[src/rtl/core/ctf_pkg.sv]
`timescale 1ns / 1ps
`default_nettype none
// ----------------------------------------------------------------------------
// ctf_pkg
// Types and codes shared by the checksummed frame transmitter.
// ----------------------------------------------------------------------------
package ctf_pkg;

  localparam int NumResults = 3;

  typedef enum logic {
    OP_START = 1'b0,
    OP_DATA  = 1'b1
  } op_t;

  typedef enum logic [1:0] {
    ST_OK       = 2'd0,
    ST_BUSY     = 2'd1,
    ST_NO_FRAME = 2'd2
  } status_t;

  typedef enum logic {
    REG_FRAME_ID    = 1'b0,
    REG_CHAR_OFFSET = 1'b1
  } reg_index_t;

  typedef struct packed {
    op_t         op;
    logic [15:0] frame_length;
    logic [7:0]  data_byte;
  } item_t;

  typedef struct packed {
    logic [7:0] out_byte;
    logic       byte_valid;
    logic       frame_done;
    status_t    status;
    logic       last;
  } result_t;

  localparam logic [7:0] FrameIdReset    = 8'd9;
  localparam logic [7:0] CharOffsetReset = 8'd48;

endpackage
`default_nettype wire

[src/rtl/core/checksummed_frame_transmitter.sv]
`timescale 1ns / 1ps
`default_nettype none
// ----------------------------------------------------------------------------
// checksummed_frame_transmitter
// Length-prefixed byte framer with an additive 8-bit checksum.
// ----------------------------------------------------------------------------
// The first result is valid in the cycle after the item transfer.
// One result per cycle while result_stall is low. A start queues three results
// (one if a frame is active), a closing payload byte two, any other item one.
// The next item is taken in the cycle the last pending result transfers.
// Reset: rst (synchronous) clears the frame state, empties the result queue
// and restores frame_id to 9 and char_offset to 48.
module checksummed_frame_transmitter (
  input  wire logic             clk,
  input  wire logic             rst,
  input  wire logic             wr_en,
  input  wire ctf_pkg::reg_index_t wr_index,
  input  wire logic [7:0]       wr_data,
  input  wire logic             item_valid,
  output logic                  item_stall,
  input  wire ctf_pkg::item_t   item,
  output logic                  result_valid,
  input  wire logic             result_stall,
  output ctf_pkg::result_t      result
);
  import ctf_pkg::*;

  logic [7:0]  frame_id;
  logic [7:0]  char_offset;
  logic        active;
  logic        active_next;
  logic [15:0] remaining;
  logic [15:0] remaining_next;
  logic [7:0]  running_sum;
  logic [7:0]  running_sum_next;

  result_t     queue [NumResults];
  result_t     queue_next [NumResults];
  logic [1:0]  count;
  logic [1:0]  count_next;

  logic        item_xfer;
  logic        result_xfer;
  logic [7:0]  sum_add;
  logic [15:0] remaining_dec;

  assign result_valid = (count != 2'd0);
  assign result       = queue[0];
  assign result_xfer  = result_valid && !result_stall;
  assign item_stall   = !((count == 2'd0) || ((count == 2'd1) && result_xfer));
  assign item_xfer    = item_valid && !item_stall;

  assign sum_add       = running_sum + item.data_byte;
  assign remaining_dec = remaining - 16'd1;

  always_comb begin
    active_next      = active;
    remaining_next   = remaining;
    running_sum_next = running_sum;
    count_next       = 2'd0;
    for (int i = 0; i < NumResults; i++) begin
      queue_next[i] = '0;
    end
    if (item.op == OP_START) begin
      if (active) begin
        queue_next[0].status = ST_BUSY;
        queue_next[0].last   = 1'b1;
        count_next           = 2'd1;
      end else begin
        queue_next[0].out_byte   = frame_id + char_offset;
        queue_next[0].byte_valid = 1'b1;
        queue_next[1].out_byte   = item.frame_length[15:8] + char_offset;
        queue_next[1].byte_valid = 1'b1;
        queue_next[2].out_byte   = item.frame_length[7:0] + char_offset;
        queue_next[2].byte_valid = 1'b1;
        queue_next[2].frame_done = (item.frame_length == 16'd0);
        queue_next[2].last       = 1'b1;
        count_next               = 2'd3;
        running_sum_next         = 8'd0;
        remaining_next           = item.frame_length;
        active_next              = (item.frame_length != 16'd0);
      end
    end else if (!active) begin
      queue_next[0].status = ST_NO_FRAME;
      queue_next[0].last   = 1'b1;
      count_next           = 2'd1;
    end else begin
      remaining_next           = remaining_dec;
      queue_next[0].out_byte   = item.data_byte;
      queue_next[0].byte_valid = 1'b1;
      if (remaining_dec != 16'd0) begin
        queue_next[0].last = 1'b1;
        running_sum_next   = sum_add;
        count_next         = 2'd1;
      end else begin
        queue_next[1].out_byte   = sum_add + char_offset;
        queue_next[1].byte_valid = 1'b1;
        queue_next[1].frame_done = 1'b1;
        queue_next[1].last       = 1'b1;
        running_sum_next         = 8'd0;
        active_next              = 1'b0;
        count_next               = 2'd2;
      end
    end
  end

  always_ff @(posedge clk) begin
    if (rst) begin
      frame_id    <= FrameIdReset;
      char_offset <= CharOffsetReset;
    end else if (wr_en) begin
      case (wr_index)
        REG_FRAME_ID:    frame_id    <= wr_data;
        REG_CHAR_OFFSET: char_offset <= wr_data;
        default: begin
        end
      endcase
    end
  end

  always_ff @(posedge clk) begin
    if (rst) begin
      active      <= 1'b0;
      remaining   <= 16'd0;
      running_sum <= 8'd0;
      count       <= 2'd0;
    end else if (item_xfer) begin
      active      <= active_next;
      remaining   <= remaining_next;
      running_sum <= running_sum_next;
      count       <= count_next;
    end else if (result_xfer) begin
      count <= count - 2'd1;
    end
  end

  // load on item transfer, else advance on result transfer
  always_ff @(posedge clk) begin
    if (item_xfer) begin
      for (int i = 0; i < NumResults; i++) begin
        queue[i] <= queue_next[i];
      end
    end else if (result_xfer) begin
      for (int i = 0; i < NumResults - 1; i++) begin
        queue[i] <= queue[i + 1];
      end
      queue[NumResults - 1] <= '0;
    end
  end

endmodule
`default_nettype wire
[config.mk]
export PLATFORM = sky130hd
export DESIGN_NAME = checksummed_frame_transmitter
export DESIGN_NICKNAME = d
export VERILOG_FILES = /design/src/rtl/core/ctf_pkg.sv /design/src/rtl/core/checksummed_frame_transmitter.sv
export SDC_FILE = /design/constraint.sdc
export NUM_CORES = 1
export LEC_CHECK = 0
export BUFFER_PORTS_ARGS = -buffer_cell sky130_fd_sc_hd__buf_2
export CELL_PAD_IN_SITES_DETAIL_PLACEMENT = 0
export CELL_PAD_IN_SITES_GLOBAL_PLACEMENT = 2
export CORE_UTILIZATION = 37
export DETAILED_ROUTE_END_ITERATION = 16
export MAX_ROUTING_LAYER = met4
export PLACE_DENSITY = 0.81
export REMOVE_ABC_BUFFERS = 1
export SLEW_MARGIN = 20
export SYNTH_ARGS = -nofsm -noshare
export SYNTH_HDL_FRONTEND = slang
export SYNTH_SLANG_ARGS = --single-unit
[constraint.sdc]
create_clock -name clk -period 4.6 [get_ports clk]
set_clock_uncertainty 0.1 [all_clocks]
set_input_delay 0.23 -clock clk [delete_from_list [all_inputs] [get_ports clk]]
set_output_delay 0.23 -clock clk [all_outputs]
set_load 0.02 [all_outputs]
==> impl_metrics.toml <==
[critical_path]
regToRegEndpoint = "queue[0][25]"
critical-path-top-delay-family = "compound AO/OA/AOI/OAI gates"
path_cells = "ha_1, fa_1, a21o_1, a21oi_1, xnor2_1, ha_1, nand3_1, o211ai_1, o41ai_1, xnor2_1, xnor2_1, a31oi_1, o21ai_0"
crit_arrival_ns = 3.26
critPathLaunch = "running_sum[0]"
worst_ep_required_time_ns = 4.58
timing.rr.start = "running_sum[0]"
worstRegToRegCells = 13
crit_buf_inv = 0
ff2ff_setup_slack_ns = 1.33
slowest_stage = "fa_1"
cp_num_cells = 13
critPathKind = "flip-flop to flip-flop"
path_max_fanout = 5
cp-end-kind = "flip-flop"
startpoint_type = "flip-flop"
crit_top_cell = "xnor2_1"
slowest_delay_ns = 0.42
crit_end = "queue[0][25]"

[final_layout]
utilization_pct = 43.0
final_cells = 789
diodes = 0
most-common-layout-cells = "nand2_1 (71), nor2_1 (67), buf_2 (53)"
nets = 692
area_delta_synth_final_pct = 12.4
final_common_cell = "nand2_1"
stdcell_area_sq_mm = 0.00573
drive_above_1_share_pct = 14.2

[placed_design]
io_buffer_count = 53
dp_slack_ns = 1.33
place_congestion = 0.818
dp.cells = 773
dp_hpwl_microns = 9720
placed_area_sq_mm = 0.00542

[global_routing]
grt_pass1_wl_microns = 21800
grt_max_degree = 38
grtUsageTotal_pct = 20.5
grt.overflow.total = 0
antenna_found_initial = 0
grt_pass1_vias = 4186

[timing]
setup_viol = 0
worst_slew_pin_slew_ns = 0.960
slew-limit-headroom_pct = 36.0
fin_crit_sh_pct = 71.1
whs_ns = 0.00793
rsz0062_at_grt = "false"
fin_crit_ns = 3.27
finalHoldViolations = 0
fin_setup_tns_ns = 0
setup_ws_ns = 1.33
slew_viol_final = 0
fmax_mhz = 306

[logic_synthesis]
netlist_area_sq_mm = 0.00510
ys_seq_area_share_pct = 36.9
postSynthAreaPerCell_sq_um = 8.82
ys_warn_count = 0
synth-edff-count = 34
synth_top_flop_cell = "dfxtp_1"
synthArstFlopShare_pct = 0
synth_seq_cells = 77
synthCells = 578
synth.distinct_cells = 65

[routing]
vias = 4268
wire_per_inst_microns = 16.9
drt_pass1_iterations = 5
drc = 0
routed_wl_microns = 13400
vias_per_cell = 5.41
drt_iter0_markers = 258
drt.antenna.violating_nets = 0

[clock_tree]
cts_buffers = 9
clk_latency_ns = 0.35
cts_tree = "yes"
cts_resized = 0
cts_sinks = 77
clk_pin_slew_ns = 0.06
clock_path_buffers = 2
htreeDepth = 3
postCtsSetupBuffers = 0
clockRootBuffer = "clkbuf_16"
hold_buffers = 0

[flow_run]
drv_cap = 0

[power_and_ir_drop]
power.total_mw = 2.73
peakVddDrop_mv = 0.216
p_leak_nw = 2.38
powerDensity_mw_per_mm2 = 477

[floorplan]
num_rows = 42
ios = 54
die_h_microns = 119
die_w_microns = 119
core_sq_mm = 0.0133
start_util_pct = 38.2
dieArea_sq_mm = 0.0143

[min_path]
min-delay-path-class = "input pin to flip-flop"

[status]
status = "completed"
cell usage after synthesis, types with 6 or more instances:
library cell  number  area [sq um]
clkbuf_1          18          67.6
edfxtp_1          34          1020
a22oi_1           14           105
a221oi_1           6          52.6
a21oi_1           46           230
o21ai_0           22           110
nand2_1           71           267
and3_1             6          37.5
ha_1              40           500
inv_1             22          82.6
a22o_1             9          78.8
o31ai_1            8          60.1
xnor2_1           26           228
xor2_1             8          70.1
nor3_1            12          60.1
nor2b_1            8          50.1
a21o_1             7          52.6
buf_4             14           105
dfxtp_1           43           861
nor2_1            67           251
registers in the layout, indices dropped and copies added, names as in the netlist:
| signal | flops |
|---|---|
| frame_id | 8 |
| remaining | 16 |
| queue | 34 |
| char_offset | 8 |
| active | 1 |
| count | 2 |
| running_sum | 8 |
per-layer routing:
metal / vias to the layer above / share of wire (%) / wire length (microns) / track usage [%]
li1: 2141 / - / - / -
met1: 2022 / 50 / 6730 / 27.8
met2: 86 / 45 / 5960 / 31.1
met3: 19 / 2.9 / 392 / 2.73
met4: 0 / 2.0 / 273 / 7.81
met5: - / 0 / 0 / -
where the power goes:
part	switching, mW	internal [mW]	total (mW)
sequential	0.0812	0.925	1.01
clock	0.296	0.454	0.750
combinational	0.614	0.362	0.976
total	0.991	1.74	2.73
worst min-delay path: cells and delay by family:
kind                   cells  cell delay [ns]
AND/OR/NAND/NOR            2             0.10
buffers and inverters      1             0.09
final cells by class:
type,instances,area (sq um)
timing repair buffer,58,303
fill,1349,7610
inverter,22,82.6
tap,176,220
multi-input combinational,440,2940
clock inverter,5,56.3
clock buffer,11,254
sequential,77,1880
worst min-delay path by stage:
stage	start	to	slack, ns	cells past startpoint
detailed placement	frame_id[6]	frame_id[6]	0.36	2
CTS	wr_data[4]	char_offset[4]	0.0003	3
finish	wr_data[4]	char_offset[4]	0.008	3
global route	wr_data[3]	frame_id[3]	0.03	3
global placement	wr_data[4]	char_offset[4]	0.36	3
floorplan	rst	char_offset[0]	0.20	1
cell families (layout without fill, tap and decap cells):
kind of cell | Yosys count | in the layout | share of synthesized area (%)
adders and majority gates | 45 | 45 | 11.8
and+or+nand+nor | 209 | 209 | 20.1
buffers and inverters | 61 | 96 | 5.74
AOI/OAI and AO/OA | 151 | 151 | 19.4
muxes | 1 | 1 | 0.221
DFF | 77 | 77 | 36.9
xor gates and xnor gates | 34 | 34 | 5.84
Note: power is estimated with default switching activity, not from simulation.
